**src/pld_pkg.sv**
```systemverilog
package pld_pkg;

  localparam int ADDR_W   = 18;
  localparam int COLOR_W  = 32;
  localparam int RGB_W    = 24;
  localparam int IDX_W    = 8;
  localparam int CHAN_W   = 8;
  localparam int OPCODE_W = 2;

  localparam logic [OPCODE_W-1:0] OP_LOAD  = 2'd0;
  localparam logic [OPCODE_W-1:0] OP_PIXEL = 2'd1;
  localparam logic [OPCODE_W-1:0] OP_SOF   = 2'd2;

  localparam logic [CHAN_W-1:0] OPAQUE_ALPHA = 8'hFF;

  localparam int SRC_WIDTH_DEF       = 320;
  localparam int SRC_HEIGHT_DEF      = 200;
  localparam int DST_PITCH_DEF       = 640;
  localparam int PALETTE_ENTRIES_DEF = 256;

  localparam int QUEUE_DEPTH = 2;

  typedef struct packed {
    logic [OPCODE_W-1:0] opcode;
    logic [IDX_W-1:0]    entry_index;
    logic [CHAN_W-1:0]   red;
    logic [CHAN_W-1:0]   green;
    logic [CHAN_W-1:0]   blue;
    logic [IDX_W-1:0]    pixel_value;
  } in_word_t;

  typedef struct packed {
    logic [ADDR_W-1:0]  write_address;
    logic [COLOR_W-1:0] color;
    logic               last;
    logic               frame_done;
  } out_word_t;

  typedef struct packed {
    logic [ADDR_W-1:0]  base;
    logic [COLOR_W-1:0] color;
    logic               done;
  } pix_cmd_t;

endpackage

```
**src/pld_queue.sv**
```systemverilog
module pld_queue (
  input  logic              clk,
  input  logic              rst_n,
  input  logic              push_valid,
  output logic              push_ready,
  input  pld_pkg::pix_cmd_t push_data,
  output logic              pop_valid,
  input  logic              pop_ready,
  output pld_pkg::pix_cmd_t pop_data
);

  localparam int QD    = pld_pkg::QUEUE_DEPTH;
  localparam int PTR_W = (QD > 1) ? $clog2(QD) : 1;
  localparam int CNT_W = $clog2(QD + 1);

  pld_pkg::pix_cmd_t slots_r [QD];

  logic [PTR_W-1:0] wr_ptr_r, wr_ptr_nxt;
  logic [PTR_W-1:0] rd_ptr_r, rd_ptr_nxt;
  logic [CNT_W-1:0] count_r, count_nxt;
  logic             do_push;
  logic             do_pop;

  assign push_ready = count_r != CNT_W'(QD);
  assign pop_valid  = count_r != '0;
  assign do_push    = push_valid && push_ready;
  assign do_pop     = pop_valid && pop_ready;
  assign pop_data   = slots_r[rd_ptr_r];

  always_comb begin
    wr_ptr_nxt = wr_ptr_r;
    rd_ptr_nxt = rd_ptr_r;
    count_nxt  = count_r;
    if (do_push) begin
      wr_ptr_nxt = (wr_ptr_r == PTR_W'(QD - 1)) ? '0 : wr_ptr_r + 1'b1;
    end
    if (do_pop) begin
      rd_ptr_nxt = (rd_ptr_r == PTR_W'(QD - 1)) ? '0 : rd_ptr_r + 1'b1;
    end
    if (do_push && !do_pop) begin
      count_nxt = count_r + 1'b1;
    end else if (do_pop && !do_push) begin
      count_nxt = count_r - 1'b1;
    end
  end

  always_ff @(posedge clk) begin
    if (do_push) begin
      slots_r[wr_ptr_r] <= push_data;
    end
  end

  always_ff @(posedge clk) begin
    if (!rst_n) begin
      wr_ptr_r <= '0;
      rd_ptr_r <= '0;
      count_r  <= '0;
    end else begin
      wr_ptr_r <= wr_ptr_nxt;
      rd_ptr_r <= rd_ptr_nxt;
      count_r  <= count_nxt;
    end
  end

endmodule

```
**config.mk**
```make
export PLATFORM = sky130hd
export DESIGN_NAME = pld_queue
export DESIGN_NICKNAME = d
export VERILOG_FILES = /design/src/pld_pkg.sv /design/src/pld_queue.sv
export SDC_FILE = /design/constraint.sdc
export NUM_CORES = 1
export LEC_CHECK = 0
export BUFFER_PORTS_ARGS = -buffer_cell sky130_fd_sc_hd__buf_4
export CORE_MARGIN = 1
export CORE_UTILIZATION = 55
export CTS_CLUSTER_DIAMETER = 120
export DETAILED_ROUTE_END_ITERATION = 16
export HOLD_SLACK_MARGIN = 0.15
export PLACE_DENSITY = 0.83
export SKIP_CTS_REPAIR_TIMING = 1
export SLEW_MARGIN = 0
export SYNTH_ARGS = -nofsm -noshare
export SYNTH_HDL_FRONTEND = slang
export SYNTH_SLANG_ARGS = --single-unit
```
**constraint.sdc**
```tcl
create_clock -name clk -period 4.7 [get_ports clk]
set_clock_uncertainty 0.05 [all_clocks]
set_input_delay 0.235 -clock clk [delete_from_list [all_inputs] [get_ports clk]]
set_output_delay 0.235 -clock clk [all_outputs]
set_load 0.03 [all_outputs]
```
==> results of run 1 <==
==> Yosys cell counts (all sizes together) <==
cell	number
a21bo	1
a21boi	2
and2	4
and3	1
buf	6
dfxtp	5
edfxtp	102
ha	1
inv	1
mux2	51
nand2b	1
nand3b	1
o21ai	2
or2	1
or3	1
xnor2	2
xor2	1
==> cells by family (layout without fill, tap and decap cells) <==
| group | Yosys count | in the layout | synth area share (%) |
|---|---|---|---|
| xor gates and xnor gates | 3 | 3 | 0.672 |
| DFF | 107 | 107 | 80.9 |
| adders and majority gates | 1 | 1 | 0.320 |
| buffers and inverters | 7 | 178 | 0.864 |
| AOI/OAI and AO/OA | 5 | 5 | 0.896 |
| and+or+nand+nor | 9 | 9 | 1.66 |
| muxes | 51 | 51 | 14.7 |
==> layer usage <==
metal	global-route usage [%]	routed length [um]	share of wire [%]
met5	0	0	0
met4	7.73	63	0.86
met3	4.10	345	4.7
met2	29.1	4010	54
met1	19.3	2940	40
==> layout by cell type, fill, tap and decap left out, drive strengths merged <==
cell / Yosys / layout
xor2: 1 / 1
inv: 1 / 2
buf: 6 / 109
and2: 4 / 4
dlygate4sd3: 0 / 52
xnor2: 2 / 2
or2: 1 / 1
edfxtp: 102 / 102
mux2: 51 / 51
and3: 1 / 1
clkbuf: 0 / 12
bufinv: 0 / 2
nand2b: 1 / 1
clkinv: 0 / 1
a21bo: 1 / 1
or3: 1 / 1
ha: 1 / 1
nand3b: 1 / 1
o21ai: 2 / 2
a21boi: 2 / 2
dfxtp: 5 / 5
==> registers in the layout, indices dropped and copies added, names as in the netlist, named ones only <==
signal and flops:
slots_r 102, count_r 2, rd_ptr_r 1, wr_ptr_r 1
==> through the flow <==
stage          cells  util, %  instance area (um^2)
3_3_place_gp     382     70.6                  4820
6_report         450     81.4                  5560
2_1_floorplan    183        -                  3910
3_5_place_dp     382     70.6                  4820
4_1_cts          398     73.8                  5040
5_1_grt          450     81.4                  5560
==> power by group <==
group          total, mW  switching (mW)  internal [mW]
logic              0.949           0.529          0.420
clock network      0.600           0.283          0.317
registers           1.27          0.0741           1.19
total               2.82           0.886           1.93
==> cell type report <==
type | instances | area, um^2
tap | 96 | 120
sequential | 107 | 3160
clock buffer | 12 | 145
clock inverter | 4 | 73.8
timing repair buffer | 161 | 1340
multi-input combinational | 69 | 714
inverter | 1 | 3.75
fill | 356 | 1270
==> tightest hold or removal path, stage by stage <==
cell and delay, ns:
buf_4 0.10, a21bo_2 0.11, a21boi_0 0.08
==> worst min path at each step <==
| stage | start | endpoint | cells past startpoint |
|---|---|---|---|
| 2_1_floorplan | push_data[0] | slots_r[0][0] | 0 |
| 3_3_place_gp | push_data[24] | slots_r[0][24] | 1 |
| 3_5_place_dp | push_data[45] | slots_r[1][45] | 1 |
| 4_1_cts | push_data[42] | slots_r[0][42] | 1 |
| 5_1_grt | push_valid | wr_ptr_r | 3 |
| 6_report | push_valid | wr_ptr_r | 3 |
==> metrics.txt, run 1 <==
Setup crit start kind register; Slew Limit Fails 0; R2R Setup Slk roughly 2.7 ns; later-pin clock latency in the skew report about 0.34 ns; power per cell area between 500 and 600 nW/um^2; GRT overflow 0; Hold Path Class in2reg; io pins 108; antenna-violating nets left 0; WS Path Type reg2out; post-layout min period between 2 and 2.5 ns; vias per cell 4.93; Synth Instances about 180; CP Capture Point pop_data[9]; CTS Buf Count 9; Final Hold Slack 0.181 ns; Hold Violations, Final 0; normalized max-slew margin between 20% and 30%; WL final roughly 7400 um; Die Ht 86.3 um; DRC viols 0; RSZ-0062 raised after global routing false; Mapped Area ~3900 um^2; largest net degree at the start of global routing 52; CP required roughly 4.4 ns; count of input and output buffers approximately 110; CP max FO 31; routed len/inst ~16 um; total power 2.82 mW; PnR worst setup slack 2.27 ns; syn_nets roughly 240; antenna violations before repair 0; period utilisation layout 51.7%; Yosys cell types 19; num rows 30; worst path bufs/invs 2; all-layer global routing usage ~17%; DP Wirelength 3980 um; Leak roughly 2.1 nW; crit-path leading delay family flip-flops; TritonCTS Sinks around 110; pre-CTS setup slack between 2 and 3 ns; reg2reg start count_r[0]; H-tree lvl count 3; Top cell by count, worst path buf_4; top cell type by total area after synthesis edfxtp_1; Via Count around 2200; Post-Syn Area per Cell 21.4 um^2; number of setup violations in the final report 0; Area Overhead vs Synth 42.2%; worst ir drop on vdd between 300 and 400 uV; worst-path cell chain buf_4, mux2_2, buf_4; TritonRoute pass-1 iters 4; CTS Buffer Depth 2; die area approximately 7500 um^2; setup TNS 0 ns; core footprint a little under 7000 um^2; Worst Tran Pin Value 1.10 ns; vias in the first global route 1955; starting density of the core about 57%; share of cells above drive strength 1 between 50% and 60%; Max Cap Violations 0; clock slew at reported path FFs around 0.090 ns; yosys warns 0; Data arrival, critical path about 2.2 ns; die width 86.3 um; nets@finish a little over 400; top cell type's share of synthesized area about four fifths; status complete, no violations; slowest CP cell dfxtp_2; Fmax achieved 0.411 GHz; post-synthesis register bit count approximately 110; Area contributors post-synth edfxtp_1 (78%), mux2_2 (15%), dfxtp_1 (2.6%), buf_2 (0.77%), and2_1 (0.64%); R2R depth 3; worst r2r dst slots_r[1][43]; CTS root buf clkbuf_8; Setup crit end kind primary output; ANT cells 0; Seq/Total Area, Yosys around 81%; first-pass GRT wire length about 9000 um; max incr delay on CP between 0.8 and 0.9 ns; initial DRC count just over 80; final RePlAce weighted congestion just under 0.7; Worst path depth 3; CTS tree built
Power figures use the tool's default switching activity.
==> inputs of run 2 (changes only) <==
--- a/config.mk
+++ b/config.mk
@@ -7,11 +7,11 @@
 export LEC_CHECK = 0
 export BUFFER_PORTS_ARGS = -buffer_cell sky130_fd_sc_hd__buf_4
 export CORE_MARGIN = 1
-export CORE_UTILIZATION = 55
+export CORE_UTILIZATION = 51
 export CTS_CLUSTER_DIAMETER = 120
 export DETAILED_ROUTE_END_ITERATION = 16
 export HOLD_SLACK_MARGIN = 0.15
-export PLACE_DENSITY = 0.83
+export PLACE_DENSITY = 0.78
 export SKIP_CTS_REPAIR_TIMING = 1
 export SLEW_MARGIN = 0
 export SYNTH_ARGS = -nofsm -noshare
==> constraint.sdc (replaced) <==
create_clock -name clk -period 2.3 [get_ports clk]
set_clock_uncertainty 0.05 [all_clocks]
set_input_delay 0.115 -clock clk [delete_from_list [all_inputs] [get_ports clk]]
set_output_delay 0.115 -clock clk [all_outputs]
set_load 0.03 [all_outputs]
==> metrics.txt, run 2 (synthesis gave the netlist of run 1 again) <==
status complete, no violations; worst-path cell chain buf_4, mux2_2, buf_4; normalized max-slew margin 69.4%; post-layout util 76.9%; Top cell by count, worst path buf_4; post-layout min period roughly 1.9 ns; Switching Power ~1.8 mW; H-tree lvl count 3; io pins between 100 and 150; antenna-violating nets left 0; switch share about a third; nets@finish a little over 400; reg2reg start count_r[0]; core footprint around 7300 um^2; Hold Path Class in2reg; count of input and output buffers 107; period utilisation layout between 80% and 90%; setup TNS 0 ns; WL final 6910 um; DP Wirelength about 4200 um; top flop regs slots_r (102), count_r (2); Worst path depth 3; die area ~8000 um^2; Setup crit start kind register; Hold Violations, Final 0; DRC viols 0; Slew Limit Fails 0; worst path bufs/invs 2; vias per cell 4.84; Setup crit end kind primary output; Max Cap Violations 0; later-pin clock latency in the skew report about 0.34 ns; die width roughly 90 um; Leak 2.12 nW; CP max FO 18; CTS root buf clkbuf_8; final RePlAce weighted congestion approximately 0.66; Worst Tran Pin Value ~0.46 ns; TritonRoute pass-1 iters 4; vias in the first global route ~1900; share of power burned in registers between 40% and 50%; max incr delay on CP ~0.50 ns; RSZ-0062 raised after global routing false; num rows 31; ANT cells 0; most frequent cells in the layout buf_4 (109), edfxtp_1 (102), dlygate4sd3_1 (53), mux2_2 (51), clkbuf_8 (9); most common cell after layout, fill and taps aside buf_4; power per cell area 1010 nW/um^2; worst r2r dst slots_r[0][45]; first-pass GRT wire length around 9000 um; CTS Buffer Depth 2; Data arrival, critical path between 1.5 and 2 ns; routed len/inst 15.1 um; largest net degree at the start of global routing 31; R2R Setup Slk approximately 0.66 ns; max FFs per register 102; clock slew at reported path FFs about 0.090 ns; antenna violations before repair 0; crit-path leading delay family flip-flops; internal power 3.87 mW; Area Overhead vs Synth 44.1%; R2R depth 4; Fmax achieved around 0.53 GHz; CP required roughly 2.1 ns; TritonCTS Sinks approximately 110; initial DRC count 35; CTS Buf Count 9; Die Ht approximately 90 um; all-layer global routing usage ~16%; Top reg by flops slots_r; worst ir drop on vdd between 500 and 600 uV; CP Capture Point pop_data[36]; Comb pwr share between 30% and 40%; share of cells above drive strength 1 51.5%; clock group share of total power between 10% and 20%; WS Path Type reg2out; slowest CP cell dfxtp_2; CTS tree built; starting density of the core 53.3%; Via Count roughly 2200; GRT overflow 0; number of setup violations in the final report 0
==> run 2: changes by cell type in the layout (fill, tap and decap cells not counted), sizes merged <==
cell         previous run  this run
clkinvlp                0         1
clkinv                  1         4
clkbuf                 12         9
buf                   109       113
bufinv                  2         1
dlygate4sd3            52        53
==> run 2: power by group through the flow <==
stage          clock, mW  combinational (mW)  sequential, mW
2_1_floorplan          0                1.31            2.53
3_3_place_gp           0                1.98            2.56
3_5_place_dp           0                2.00            2.57
4_1_cts             1.13                2.01            2.53
5_1_grt             1.20                2.20            2.55
6_report            1.10                2.07            2.53
==> run 2: per-layer routing <==
metal  share of wire (%)  track usage [%]  vias to the layer above
met5                   0                0                        -
met4                 1.4             5.63                        0
met3                 5.5             6.37                       10
met2                  54             28.0                       74
met1                  39             16.8                     1072
li1                    -                -                     1060
==> run 2: cell type report <==
cell class,count,area (um^2)
clock buffers,9,124
clock inverters,7,76.3
fillers,409,1700
inverters,1,3.75
multi-input cells,69,714
flip-flops and latches,107,3160
well taps,99,124
repair buffers,166,1430
==> run 2: how the worst min path moves through the flow <==
| stage | start | to | slack [ns] | depth (start not counted) |
|---|---|---|---|---|
| 6_report | pop_ready | rd_ptr_r | 0.22 | 4 |
| 3_5_place_dp | push_data[30] | slots_r[0][30] | 0.25 | 1 |
| 2_1_floorplan | push_data[0] | slots_r[0][0] | 0.16 | 0 |
| 3_3_place_gp | push_data[48] | slots_r[1][48] | 0.25 | 1 |
| 5_1_grt | pop_ready | register | 0.25 | 4 |
| 4_1_cts | push_data[9] | slots_r[1][9] | -0.13 | 1 |
==> run 2: stage by stage <==
step	setup WS [ns]	hold slack (ns)	total power, mW	instance area (um^2)	std cells
floorplan	0.133	0.164	3.85	3910	183
global placement	0.700	0.249	4.55	4900	389
detailed placement	0.641	0.253	4.58	4900	389
CTS	0.351	-0.131	5.67	5100	405
global route	0.287	0.245	5.95	5640	458
finish	0.403	0.223	5.70	5640	458
==> run 2: worst reg2reg max path: cells and delay by family, from the launching register on <==
family / cells / cell delay [ns]
simple gates: 2 / 0.29
buf+inv: 2 / 0.60
flops: 1 / 0.42
==> inputs of run 3 (changes only) <==
--- a/config.mk
+++ b/config.mk
@@ -7,11 +7,11 @@
 export LEC_CHECK = 0
 export BUFFER_PORTS_ARGS = -buffer_cell sky130_fd_sc_hd__buf_4
 export CORE_MARGIN = 1
-export CORE_UTILIZATION = 51
+export CORE_UTILIZATION = 46
 export CTS_CLUSTER_DIAMETER = 120
 export DETAILED_ROUTE_END_ITERATION = 16
 export HOLD_SLACK_MARGIN = 0.15
-export PLACE_DENSITY = 0.78
+export PLACE_DENSITY = 0.74
 export SKIP_CTS_REPAIR_TIMING = 1
 export SLEW_MARGIN = 0
 export SYNTH_ARGS = -nofsm -noshare
==> constraint.sdc (replaced) <==
create_clock -name clk -period 1.53 [get_ports clk]
set_clock_uncertainty 0.05 [all_clocks]
set_input_delay 0.0765 -clock clk [delete_from_list [all_inputs] [get_ports clk]]
set_output_delay 0.0765 -clock clk [all_outputs]
set_load 0.03 [all_outputs]
==> metrics.txt, run 3 (synthesis gave the netlist of run 1 again) <==
status finished with violations; failing checks negative setup slack; DP Area approximately 5000 um^2; final RePlAce weighted congestion around 0.70; R2R depth 6; TritonRoute pass-1 iters 4; largest net degree at the start of global routing 31; Setup crit start kind register; initial DRC count 55; Via Count ~2200; CP max FO 23; first-pass GRT wire length around 9100 um; post-layout min period between 1.5 and 2 ns; fillcell total between 500 and 600; CTS Buffer Depth 2; slowest CP cell dfxtp_4; number of setup violations in the final report between 50 and 60; core footprint around 8200 um^2; TritonCTS Sinks 107; vias per cell about 4.8; Top reg by flops slots_r; io pins 108; RSZ-0062 raised after global routing true; WS Path Type reg2out; Max Cap Violations 0; worst path bufs/invs 2; most common cell after layout, fill and taps aside edfxtp_1; CTS root buf clkbuf_8; CTS tree built; Area Overhead vs Synth 53.5%; Worst Tran Pin Value between 0.3 and 0.4 ns; die area 8870 um^2; starting density of the core around 48%; H-tree lvl count 3; antenna violations before repair 0; period utilisation layout 105%; nets@finish around 410; total power around 9.4 mW; hold path cells 5; CP required roughly 1.4 ns; DP Wirelength around 4000 um; power per cell area 1560 nW/um^2; crit-path leading delay family flip-flops; ANT cells 0; final instance area roughly 6000 um^2; Hold Path Class in2reg; max FFs per register 102; die width between 90 and 100 um; Hold Violations, Final 0; normalized max-slew margin around four fifths; DRC viols 0; clock slew at reported path FFs roughly 0.080 ns; all-layer global routing usage between 10% and 20%; R2R Setup Slk -0.02 ns; Fmax achieved just over 0.6 GHz; Worst path depth 3; Setup crit end kind primary output; max incr delay on CP slightly above 0.4 ns; GRT overflow 0; count of input and output buffers about 110; hold path start pop_ready; reg2reg start count_r[0]; share of cells above drive strength 1 between 50% and 60%; Slew Limit Fails 0; PnR worst setup slack -0.0835 ns; later-pin clock latency in the skew report 0.35 ns; antenna-violating nets left 0; top flop regs slots_r (102), count_r (2); CTS Buf Count 9; WL final ~7500 um; Die Ht approximately 94 um; num rows 33; most frequent cells in the layout edfxtp_1 (102), buf_4 (74), dlygate4sd3_1 (53), buf_6 (35), mux2_4 (26); worst-path cell chain buf_12, mux2_2, buf_4; vias in the first global route around 1900; Data arrival, critical path roughly 1.5 ns; worst ir drop on vdd ~990 uV; routed len/inst approximately 16 um; Leak ~2.3 nW
## run 3: cell types whose count changed in the layout (fill, tap and decap cells not counted), sizes merged
cell	before	now
clkbuf	9	11
buf	113	115
bufinv	1	2
clkinv	4	3
## run 3: power by group
| part | internal, mW | leakage, nW | total [mW] | switching [mW] |
|---|---|---|---|---|
| logic | 1.84 | 1.20 | 3.74 | 1.89 |
| clock network | 0.920 | 0.109 | 1.81 | 0.893 |
| registers | 3.67 | 0.995 | 3.81 | 0.145 |
| total | 6.43 | 2.30 | 9.37 | 2.93 |
## run 3: cell type report
class | count | area, um^2 | share of cell area, %
Clock buffer | 9 | 124 | 2.06
Clock inverter | 7 | 90.1 | 1.50
Inverter | 1 | 7.51 | 0.125
Multi-Input combinational cell | 69 | 828 | 13.8
Sequential cell | 107 | 3170 | 52.8
Tap cell | 105 | 131 | 2.19
Timing Repair Buffer | 170 | 1650 | 27.5
## run 3: path summary, 6_finish.rpt
kind                                endpoint
worst max-delay path            pop_data[24]
worst min-delay path                register
worst max register to register    count_r[1]
worst min register to register    count_r[1]
## run 3: metrics by stage
stage	std cells	TNS [ns]	setup slack, ns	hold WS [ns]	util (%)
finish	468	-2.18	-0.0835	0.315	73.1
floorplan	183	-27.86	-0.329	0.125	-
global placement	397	0	0.0598	0.212	60.5
global route	468	-5.36	-0.144	0.333	73.1
CTS	413	-4.08	-0.102	-0.169	63.1
detailed placement	397	-0.0278	-0.0278	0.214	60.5
## run 3: worst reg2reg max path, delay by kind of cell, from the launching register on
family | cells | cell delay [ns]
DFF | 1 | 0.37
and+or+nand+nor | 3 | 0.64
AOI/OAI and AO/OA | 1 | 0.13
xor gates and xnor gates | 1 | 0.14
adders and majority gates | 1 | 0.16
## run 3: layer usage
| layer | vias up | track usage (%) | wire (um) |
|---|---|---|---|
| met1 | 1093 | 17.3 | 2950 |
| met5 | - | 0 | 0 |
| li1 | 1065 | - | - |
| met4 | 0 | 6.92 | 159 |
| met3 | 12 | 4.13 | 316 |
| met2 | 67 | 23.5 | 4050 |
