File: src/pld_pkg.sv
package pld_pkg;

  localparam int ADDR_W   = 18;
  localparam int COLOR_W  = 32;
  localparam int RGB_W    = 24;
  localparam int IDX_W    = 8;
  localparam int CHAN_W   = 8;
  localparam int OPCODE_W = 2;

  localparam logic [OPCODE_W-1:0] OP_LOAD  = 2'd0;
  localparam logic [OPCODE_W-1:0] OP_PIXEL = 2'd1;
  localparam logic [OPCODE_W-1:0] OP_SOF   = 2'd2;

  localparam logic [CHAN_W-1:0] OPAQUE_ALPHA = 8'hFF;

  localparam int SRC_WIDTH_DEF       = 320;
  localparam int SRC_HEIGHT_DEF      = 200;
  localparam int DST_PITCH_DEF       = 640;
  localparam int PALETTE_ENTRIES_DEF = 256;

  localparam int QUEUE_DEPTH = 2;

  typedef struct packed {
    logic [OPCODE_W-1:0] opcode;
    logic [IDX_W-1:0]    entry_index;
    logic [CHAN_W-1:0]   red;
    logic [CHAN_W-1:0]   green;
    logic [CHAN_W-1:0]   blue;
    logic [IDX_W-1:0]    pixel_value;
  } in_word_t;

  typedef struct packed {
    logic [ADDR_W-1:0]  write_address;
    logic [COLOR_W-1:0] color;
    logic               last;
    logic               frame_done;
  } out_word_t;

  typedef struct packed {
    logic [ADDR_W-1:0]  base;
    logic [COLOR_W-1:0] color;
    logic               done;
  } pix_cmd_t;

endpackage

File: src/pld_back.sv
module pld_back #(
  parameter int DST_PITCH = pld_pkg::DST_PITCH_DEF
) (
  input  logic               clk,
  input  logic               rst_n,
  input  logic               pop_valid,
  output logic               pop_ready,
  input  pld_pkg::pix_cmd_t  pop_data,
  output logic               out_valid,
  input  logic               out_ready,
  output pld_pkg::out_word_t out_data
);

  localparam int AW = pld_pkg::ADDR_W;

  localparam logic [AW-1:0] PITCH    = AW'(DST_PITCH);
  localparam logic [1:0]    PH_LAST  = 2'd3;

  pld_pkg::pix_cmd_t  cur_r;
  logic               cur_v_r, cur_v_nxt;
  logic [1:0]         phase_r, phase_nxt;
  pld_pkg::out_word_t out_r;
  logic               out_v_r, out_v_nxt;

  logic          out_free;
  logic          produce;
  logic          finish;
  logic [AW-1:0] addr;

  assign out_free  = !out_v_r || out_ready;
  assign produce   = cur_v_r && out_free;
  assign finish    = produce && (phase_r == PH_LAST);
  assign pop_ready = !cur_v_r || finish;
  assign addr      = cur_r.base + (phase_r[1] ? PITCH : AW'(0)) + AW'(phase_r[0]);

  always_comb begin
    cur_v_nxt = cur_v_r;
    phase_nxt = phase_r;
    out_v_nxt = out_v_r;
    if (pop_ready) begin
      cur_v_nxt = pop_valid;
    end
    if (produce) begin
      phase_nxt = phase_r + 1'b1;
      out_v_nxt = 1'b1;
    end else if (out_ready) begin
      out_v_nxt = 1'b0;
    end
  end

  always_ff @(posedge clk) begin
    if (!rst_n) begin
      cur_v_r <= 1'b0;
      phase_r <= '0;
      out_v_r <= 1'b0;
    end else begin
      cur_v_r <= cur_v_nxt;
      phase_r <= phase_nxt;
      out_v_r <= out_v_nxt;
    end
  end

  always_ff @(posedge clk) begin
    if (pop_ready && pop_valid) begin
      cur_r <= pop_data;
    end
    if (produce) begin
      out_r.write_address <= addr;
      out_r.color         <= cur_r.color;
      out_r.last          <= phase_r == PH_LAST;
      out_r.frame_done    <= (phase_r == PH_LAST) && cur_r.done;
    end
  end

  assign out_valid = out_v_r;
  assign out_data  = out_r;

endmodule
File: config.mk
export PLATFORM = sky130hd
export DESIGN_NAME = pld_back
export DESIGN_NICKNAME = d
export VERILOG_FILES = /design/src/pld_pkg.sv /design/src/pld_back.sv
export SDC_FILE = /design/constraint.sdc
export NUM_CORES = 1
export LEC_CHECK = 0
export ABC_AREA = 1
export BUFFER_PORTS_ARGS = -buffer_cell sky130_fd_sc_hd__buf_4
export CAP_MARGIN = 20
export CORE_ASPECT_RATIO = 1.1
export CORE_UTILIZATION = 45
export CTS_CLUSTER_SIZE = 12
export DETAILED_ROUTE_END_ITERATION = 16
export MAX_ROUTING_LAYER = met4
export PLACE_DENSITY = 0.71
export SLEW_MARGIN = 20
export SYNTH_ARGS = -nofsm -noshare
export SYNTH_HDL_FRONTEND = slang
export SYNTH_SLANG_ARGS = --single-unit
File: constraint.sdc
create_clock -name clk -period 5.5 [get_ports clk]
set_input_delay 0 -clock clk [delete_from_list [all_inputs] [get_ports clk]]
set_output_delay 0 -clock clk [all_outputs]
set_load 0.01 [all_outputs]
==> impl_metrics.toml, run 1 <==
[floorplan]
die_w_um = 89.4
io_pins = 109
fp.coreArea_um2 = 8040
die_area_um2 = 8780
num_rows = 34
die_h_um = 98.2
start_util_pct = 47.1

[finish]
n_fill_cell = 546
stdcell_area_um2 = 5490
seqCellArea_um2 = 3170
stdcell_count = 514
diodes = 0
nets = 461
utilization_pct = 68.3
multiInputGateArea_um2 = 563
syn2layout_area_growth_pct = 45.1
drive_gt1_share_pct = 33.7

[logic_synthesis]
synth-adder-area-share_pct = 1.65
synth_warnings = 0
synthXorXnorAreaFrac_pct = 2.08
syn_nets = 286
synthTopCellsByCount = "edfxtp_1, nand2_1, inv_1"
synth-compound-area-share_pct = 1.39
synth_top_family_by_area = "simple AND/OR/NAND/NOR gates"
yosys.area.top_type = "edfxtp_1"
ys_seq_area_share_pct = 83.8
yosys-top-cells-area = "edfxtp_1, nand2_1, dfxtp_1"
synth_cell_types = 20
yosys_register_bits = 107
synth_most_common_cell = "edfxtp_1"
synthSimpleGateAreaFrac_pct = 9.16
synth_edf_count = 103
synth_mux_area_share_pct = 0
synthDominantCellAreaShare_pct = 81.7
async_reset_ff_share_pct = 0
syn_area_per_cell_um2 = 16.7
synthCells = 226
syn_area_um2 = 3780
ys.flop_type = "edfxtp_1"

[sta]
skew_ns = 0.0105
slew_violations = 0
rsz0062_at_grt = "no"
hold_violations = 0
fin_tns_setup_ns = 0
worstMarginPinSlew_ns = 0.774
setup_slack_ns = 3.32
period_share_pct = 39.6
maxSlewHeadroom_pct = 48.3
setup-violations-final = 0
layout_min_cycle_time_ns = 2.18
fmax_mhz = 459

[detailed_routing]
ant_nets = 0
vias_per_cell = 4.51
drt_wl_total_mm = 6.87
drt_pre_antenna_iters = 4
vias = 2319
drc_errors = 0
drt_iter0_drc = 85
drt-wirelength-per-cell_um = 13.4

[global_routing]
grt_max_degree = 34
overflow = 0
antenna_found_initial = 0
grt_pass1_vias = 2445
grt_pass1_wl_mm = 11.1
grt_usage_pct = 18.0

[cts]
cts_max_level = 3
clk_pin_slew_ns = 0.10
cts_buffers = 9
clock-sinks = 107
cts_buffer_depth = 2
cts_resized = 0
cts_setup_buffers = 0
cts-root-buf = "clkbuf_8"
clkLatencyLatePin_ns = 0.36
tritoncts = "yes"
holdBufCountCts = 54

[setup_path]
worstPathCellList = "ha_1, nand2_1, a21oi_4, buf_4"
cp_slowest_cell = "a21oi_4"
critical_path.max_stage_delay_ns = 0.64
worstPathArrival_ns = 2.21
startpoint_type = "register"
r2r_slack_ns = 3.32
worstSetupPathType = "reg2reg"
cp-startpoint = "phase_r[1]$_SDFFE_PN0P_"
endpoint_kind = "register"
cp_top_family = "compound AO/OA/AOI/OAI gates"
required_ns = 5.53
worst-path-buf-inv = 1
crit_fanout = 26
r2r_start = "phase_r[1]$_SDFFE_PN0P_"

[placed_design]
place_ws_ns = 3.27
portBuffers = 108
gp_congestion = 0.819
placed_cell_area_um2 = 4770
dpl.cell_count = 444
hpwl_mm = 4.48

[power]
seqPwrFrac_pct = 61.5
internal_power_mw = 1.22
switchingPower_uw = 363
power_frac_clock_pct = 27.7
leakagePower_nw = 2.21
p_comb_share_pct = 10.8
powerDensity_nw_per_um2 = 288
vdd_ir_drop_max_uv = 246
switching_share_pct = 23.0

[worst_hold_path]
hold_path_startpoint = "pop_data[19]"
hold_path.class = "in2reg"

[run_status]
outcome = "complete, no violations"

[run]
maxCapViolations = 0
path summary, 6_finish.rpt:
check                                              end  cells past startpoint
worst max-delay path               cur_r[49]$_DFFE_PP_                      4
worst min-delay path               cur_r[19]$_DFFE_PP_                      2
worst min register to register  out_data[15]$_DFFE_PP_                      0
worst max register to register     cur_r[49]$_DFFE_PP_                      4
sequential cells by signal, indices dropped and copies added (netlist names):
name,cells
cur_r,51
out_data,52
cur_v_r,1
out_valid,1
phase_r,2
power groups by stage:
stage / clock, mW / combinational, mW / sequential [mW]
2_1_floorplan: 0 / 0.0453 / 1.01
3_3_place_gp: 0 / 0.138 / 0.990
3_5_place_dp: 0 / 0.141 / 0.992
4_1_cts: 0.455 / 0.172 / 0.973
5_1_grt: 0.484 / 0.187 / 0.979
6_report: 0.439 / 0.171 / 0.973
area by class of cell:
class / count / area share [%]
well taps: 108 / 2.46
clock inverters: 7 / 1.09
multi-input cells: 100 / 10.3
flip-flops and latches: 107 / 57.8
inverters: 19 / 1.30
clock buffers: 9 / 2.26
repair buffers: 164 / 24.9
placed cells by master (no fill, tap or decap):
| cell type | count |
|---|---|
| xnor2_1 | 1 |
| clkbuf_8 | 9 |
| nand2_2 | 4 |
| dfxtp_1 | 4 |
| nor2_4 | 1 |
| dlygate4sd3_1 | 54 |
| clkinv_2 | 1 |
| nand2_1 | 44 |
| xor2_1 | 8 |
| o21ai_1 | 1 |
| buf_4 | 110 |
| inv_2 | 1 |
| nor2_2 | 2 |
| o21ai_0 | 2 |
| nand3b_1 | 5 |
| a21oi_1 | 4 |
| inv_8 | 2 |
| inv_1 | 18 |
| nor2_1 | 10 |
| nand3_2 | 1 |
| o21a_1 | 1 |
| a21oi_4 | 2 |
| ha_1 | 5 |
| inv_6 | 1 |
| nand4_1 | 2 |
| nand3_1 | 7 |
| clkinvlp_4 | 2 |
| clkinv_4 | 1 |
| edfxtp_1 | 103 |
worst register-to-register path: cells and delay by family (launching register included):
| family | cells | cell delay (ns) |
|---|---|---|
| buffers and inverters | 1 | 0.46 |
| and+or+nand+nor | 1 | 0.12 |
| adders and majority gates | 1 | 0.23 |
| DFF | 1 | 0.40 |
| AOI/OAI and AO/OA | 1 | 0.64 |
cell families after synthesis:
logic type / after synthesis
AO/OA/AOI/OAI: 10
XOR/XNOR: 9
adder cells (fa/ha/maj): 5
buffers and inverters: 19
flip-flops: 107
AND/OR/NAND/NOR: 76
through the flow:
| stage | total power, mW | hold WS, ns |
|---|---|---|
| finish | 1.58 | 0.347 |
| CTS | 1.60 | 0.330 |
| detailed placement | 1.13 | 0.179 |
| global route | 1.65 | 0.328 |
| floorplan | 1.05 | 0.0989 |
| global placement | 1.13 | 0.178 |
metal layers:
metal	track usage [%]	wire, um	vias to the layer above
met3	4.48	289	21
met5	-	0	-
li1	-	-	1153
met1	17.9	2540	1066
met2	31.7	3830	79
met4	9.16	214	0
No activity file was read; power rests on OpenSTA's default activity.
==> run 2, diff against run 1 <==
--- a/config.mk
+++ b/config.mk
@@ -13,7 +13,7 @@
 export CTS_CLUSTER_SIZE = 12
 export DETAILED_ROUTE_END_ITERATION = 16
 export MAX_ROUTING_LAYER = met4
-export PLACE_DENSITY = 0.71
+export PLACE_DENSITY = 0.74
 export SLEW_MARGIN = 20
 export SYNTH_ARGS = -nofsm -noshare
 export SYNTH_HDL_FRONTEND = slang
==> constraint.sdc (replaced) <==
create_clock -name clk -period 1.9 [get_ports clk]
set_input_delay 0 -clock clk [delete_from_list [all_inputs] [get_ports clk]]
set_output_delay 0 -clock clk [all_outputs]
set_load 0.01 [all_outputs]
==> run 2 against run 1 <==
Against the previous run: register-to-register slack got worse by 3.0 ns; final area increased by 0.82%; fmax increased by 37%; sequential share of layout area decreased by 0.42 points; setup slack got worse by 3.0 ns; via count increased by 3.3%.
==> impl_metrics.toml, run 2 (synthesized netlist as in run 1, its figures left out) <==
[run]
maxCapViolations = 0

[finish]
utilization_pct = 68.9
drive_gt1_share_pct = 34.8
largest_reg_flops = 52
final_cell_mix = "buf_4, edfxtp_1, dlygate4sd3_1, nand2_1, inv_1"
stdcell_area_um2 = 5540
n_fill_cell = 531
diodes = 0
syn2layout_area_growth_pct = 46.3
nets = 463
mostFrequentLayoutCell = "buf_4"

[power]
seqPwrFrac_pct = 60.9
vdd_ir_drop_max_uv = 910
p_comb_share_pct = 11.2
switching_share_pct = 23.5
p_total_mw = 4.63
internal_power_mw = 3.54
leakagePower_nw = 2.23
switchingPower_mw = 1.09
powerDensity_nw_per_um2 = 836
power_frac_clock_pct = 27.9

[detailed_routing]
drt_pre_antenna_iters = 4
drt_wl_total_mm = 7.49
drt_iter0_drc = 110
drt-wirelength-per-cell_um = 14.5
drc_errors = 0
ant_nets = 0
vias_per_cell = 4.64
vias = 2396

[global_routing]
antenna_found_initial = 0
grt_pass1_vias = 2485
grt_pass1_wl_mm = 11.8
grt_usage_pct = 19.2
grt_max_degree = 43
overflow = 0

[placed_design]
hpwl_mm = 4.69
placed_cell_area_um2 = 4820
place_ws_ns = 0.316
portBuffers = 108
gp_congestion = 0.867

[sta]
setup-violations-final = 0
fin_tns_setup_ns = 0
fmax_mhz = 627
slew_violations = 0
rsz0062_at_grt = "no"
worstMarginPinSlew_ns = 0.240
period_share_pct = 84.0
setup_slack_ns = 0.304
maxSlewHeadroom_pct = 84.0
skew_ns = 0.0123
layout_min_cycle_time_ns = 1.60
hold_violations = 0

[setup_path]
startpoint_type = "register"
r2r_start = "cur_r[33]$_DFFE_PP_"
worstPathArrival_ns = 1.72
cp-startpoint = "cur_r[33]$_DFFE_PP_"
worstSetupPathType = "reg2reg"
rr_endpoint = "out_data[50]$_DFFE_PP_"
r2r_slack_ns = 0.30
rr_worst_depth = 10
required_ns = 2.03
crit_fanout = 4
setup.worst_path.end = "out_data[50]$_DFFE_PP_"
endpoint_kind = "register"

[floorplan]
die_h_um = 98.2
io_pins = 109
num_rows = 34
die_w_um = 89.4
start_util_pct = 47.1
die_area_um2 = 8780
fp.coreArea_um2 = 8040

[worst_hold_path]
hold_path.class = "in2reg"

[cts]
cts_max_level = 3
cts_buffer_depth = 2
clk_pin_slew_ns = 0.10
clkLatencyLatePin_ns = 0.37
cts_setup_buffers = 0
tritoncts = "yes"
cts_buffers = 9
cts-root-buf = "clkbuf_8"
clock-sinks = 107

[run_status]
outcome = "complete, no violations"
run 2: cell types whose count changed in the layout (fill, tap and decap cells not counted), sizes merged:
cell / change
clkinvlp: -1
inv: +1
buf: +2
run 2: layer usage:
| metal | global-route usage (%) | up-vias | wire length [um] |
|---|---|---|---|
| met5 | - | - | 0 |
| met2 | 31.4 | 85 | 3940 |
| met3 | 6.59 | 11 | 539 |
| met1 | 21.9 | 1145 | 2900 |
| met4 | 6.35 | 0 | 114 |
| li1 | - | 1155 | - |
run 2: worst min path at each step:
stage	startpoint	to	slack [ns]	cells after the start
6_report	pop_valid	cur_r[14]$_DFFE_PP_	0.25	4
3_5_place_dp	pop_data[23]	cur_r[23]$_DFFE_PP_	0.18	1
4_1_cts	pop_valid	cur_r[25]$_DFFE_PP_	0.24	4
3_3_place_gp	pop_data[17]	cur_r[17]$_DFFE_PP_	0.18	1
5_1_grt	pop_valid	cur_r[14]$_DFFE_PP_	0.25	4
2_1_floorplan	pop_data[0]	cur_r[0]$_DFFE_PP_	0.1	0
run 2: cell type report:
class | count | area, um2 | area share [%]
tap | 108 | 135 | 2.44
multi-input combinational | 100 | 568 | 10.3
clock inverter | 7 | 57.6 | 1.04
timing repair buffer | 166 | 1410 | 25.4
inverter | 19 | 71.3 | 1.29
sequential | 107 | 3180 | 57.3
clock buffer | 9 | 124 | 2.24
run 2: metrics by stage:
| stage | cells | hold slack (ns) |
|---|---|---|
| after global placement | 446 | 0.178 |
| after global routing | 516 | 0.251 |
| final | 516 | 0.250 |
| after detailed placement | 446 | 0.179 |
| after CTS | 516 | 0.238 |
| after floorplan | 226 | 0.0989 |
run 2: what timing repair did:
item / 4_1_cts / 5_1_grt
resized for setup: 0 / 0
hold buffers: 54 / 0
endpoints found under the hold margin: 55 / 0
run 2: worst max-delay path, cell delays in order (launching register included):
cell	delay, ns
edfxtp_1	0.38
ha_1	0.24
ha_1	0.21
nand2_1	0.12
nor2_4	0.06
nand2_1	0.08
nand2_2	0.06
nand2_1	0.07
nand2_1	0.05
nand2_1	0.05
nand2_1	0.04
run 2: power groups by stage:
stage	combinational, mW	clock, mW	sequential [mW]
CTS	0.517	1.32	2.82
finish	0.519	1.29	2.82
floorplan	0.137	0	2.90
detailed placement	0.426	0	2.87
global route	0.561	1.41	2.83
global placement	0.414	0	2.86
==> run 3, diff against run 2 <==
==> constraint.sdc (replaced) <==
create_clock -name clk -period 1.39 [get_ports clk]
set_input_delay 0 -clock clk [delete_from_list [all_inputs] [get_ports clk]]
set_output_delay 0 -clock clk [all_outputs]
set_load 0.01 [all_outputs]
==> run 3 against run 2 <==
Against the previous run: the run now ends with setup timing left; flip-flop and latch count is the same; combinational power grew 78%; hold slack gained 0.099 ns; global-route usage increased by 3.0 points; cell count is 4.5% higher; largest cell class unchanged; largest power group unchanged.
==> impl_metrics.toml, run 3 (synthesized netlist as in run 1, its figures left out) <==
[finish]
final_cell_mix = "buf_4, edfxtp_1, dlygate4sd3_1, nand2_1, inv_1"
n_fill_cell = 449
stdcell_count = 539
mostFrequentLayoutCell = "buf_4"
syn2layout_area_growth_pct = 59.0
largest_reg_flops = 52
nets = 486
drive_gt1_share_pct = 43.2
diodes = 0

[power]
switching_share_pct = 24.3
seqPwrFrac_pct = 58.3
switchingPower_mw = 1.61
p_comb_share_pct = 13.9
leakagePower_nw = 2.43
powerDensity_nw_per_um2 = 1100
power_frac_clock_pct = 27.8
vdd_ir_drop_max_uv = 883
internal_power_mw = 5.02

[detailed_routing]
drt_iter0_drc = 100
drc_errors = 0
drt_wl_total_mm = 8.79
drt-wirelength-per-cell_um = 16.3
vias = 2554
ant_nets = 0
drt_pre_antenna_iters = 4
vias_per_cell = 4.74

[cts]
clkLatencyLatePin_ns = 0.37
cts_buffers = 9
clock-sinks = 107
clk_pin_slew_ns = 0.11
cts_buffer_depth = 2
cts_max_level = 3
cts-root-buf = "clkbuf_8"
tritoncts = "yes"

[floorplan]
io_pins = 109
die_w_um = 89.4
die_area_um2 = 8780
die_h_um = 98.2
fp.coreArea_um2 = 8040
start_util_pct = 47.1
num_rows = 34

[placed_design]
gp_congestion = 0.907
place_ws_ns = -0.163
hpwl_mm = 4.95
portBuffers = 108
dpl.cell_count = 454

[sta]
slew_violations = 0
whs_ns = 0.348
hold_violations = 0
rsz0062_at_grt = "yes"
maxSlewHeadroom_pct = 81.8
layout_min_cycle_time_ns = 1.58
worstMarginPinSlew_ns = 0.273
skew_ns = 0.0148
period_share_pct = 114
setup_slack_ns = -0.189
fmax_mhz = 633
setup-violations-final = 61

[run]
maxCapViolations = 0

[global_routing]
antenna_found_initial = 0
overflow = 0
grt_usage_pct = 22.2
grt_pass1_wl_mm = 13.4
grt_pass1_vias = 2722
grt_max_degree = 32

[run_status]
violations = "setup timing"
outcome = "finished with violations"

[setup_path]
endpoint_kind = "register"
worstSetupPathType = "reg2reg"
required_ns = 1.51
crit_fanout = 3
startpoint_type = "register"
worstPathArrival_ns = 1.70

[worst_hold_path]
hold_path.class = "in2reg"
[run 3: cell types whose count changed in the layout (fill, tap and decap cells not counted), moves of 3 or more]
cell,change
buf_6,+6
inv_2,+4
inv_1,-4
ha_4,+5
nand2_4,+4
buf_12,+4
nor2_1,-4
nand2_1,-6
buf_4,+7
buf_16,+3
ha_1,-4
[run 3: power groups by stage]
stage | Clock (mW) | Sequential, mW | Combinational [mW]
after floorplan | 0 | 3.97 | 0.194
after global placement | 0 | 3.92 | 0.610
after detailed placement | 0 | 3.93 | 0.634
after CTS | 1.85 | 3.86 | 0.870
after global routing | 2.01 | 3.89 | 0.990
final | 1.84 | 3.87 | 0.923
[run 3: path summary, 6_finish.rpt]
kind | start | end | slack [ns] | depth (start not counted)
setup / recovery | cur_r[42]$_DFFE_PP_ | out_data[50]$_DFFE_PP_ | -0.19 | 8
setup reg to reg | cur_r[42]$_DFFE_PP_ | out_data[50]$_DFFE_PP_ | -0.19 | 8
hold reg to reg | cur_r[23]$_DFFE_PP_ | out_data[24]$_DFFE_PP_ | 0.43 | 0
hold / removal | pop_data[23] | cur_r[23]$_DFFE_PP_ | 0.35 | 2
[run 3: area by class of cell]
type	instances	area (um2)	area share, %
Sequential cell	107	3180	52.9
Timing Repair Buffer	189	1750	29.1
Multi-Input combinational cell	100	687	11.4
Tap cell	108	135	2.25
Clock buffer	10	128	2.12
Inverter	19	71.3	1.19
Clock inverter	6	60.1	0.998
[run 3: timing repair]
item	4_1_cts	5_1_grt
buffers inserted	5	8
hold endpoints to repair	55	0
setup endpoints to repair	61	63
cloned	4	2
hold buffers	54	0
resized for setup	17	17
pin swaps	7	20
[run 3: critical path, stage by stage (launching register included)]
cell and delay [ns]:
edfxtp_1 0.43, ha_4 0.31, nand2_1 0.11, inv_2 0.10, nand2_1 0.07, nor2_2 0.11
nand2_2 0.07, nand3_1 0.08, nand2_1 0.07
[run 3: stage by stage]
step	util [%]	setup TNS, ns	power (mW)	area [um2]
finish	74.9	-5.87	6.63	6020
global route	74.9	-8.64	6.89	6020
CTS	73.5	-5.79	6.58	5910
detailed placement	61.6	-2.78	4.56	4950
global placement	61.6	-0.845	4.53	4950
floorplan	-	-41.54	4.17	3860
[run 3: metal layers]
layer	GRT usage [%]	routed length [um]	vias to the layer above
met5	-	0	-
met4	9.52	227	0
met3	5.41	399	23
met2	39.2	5130	103
met1	22.9	3040	1216
li1	-	-	1212
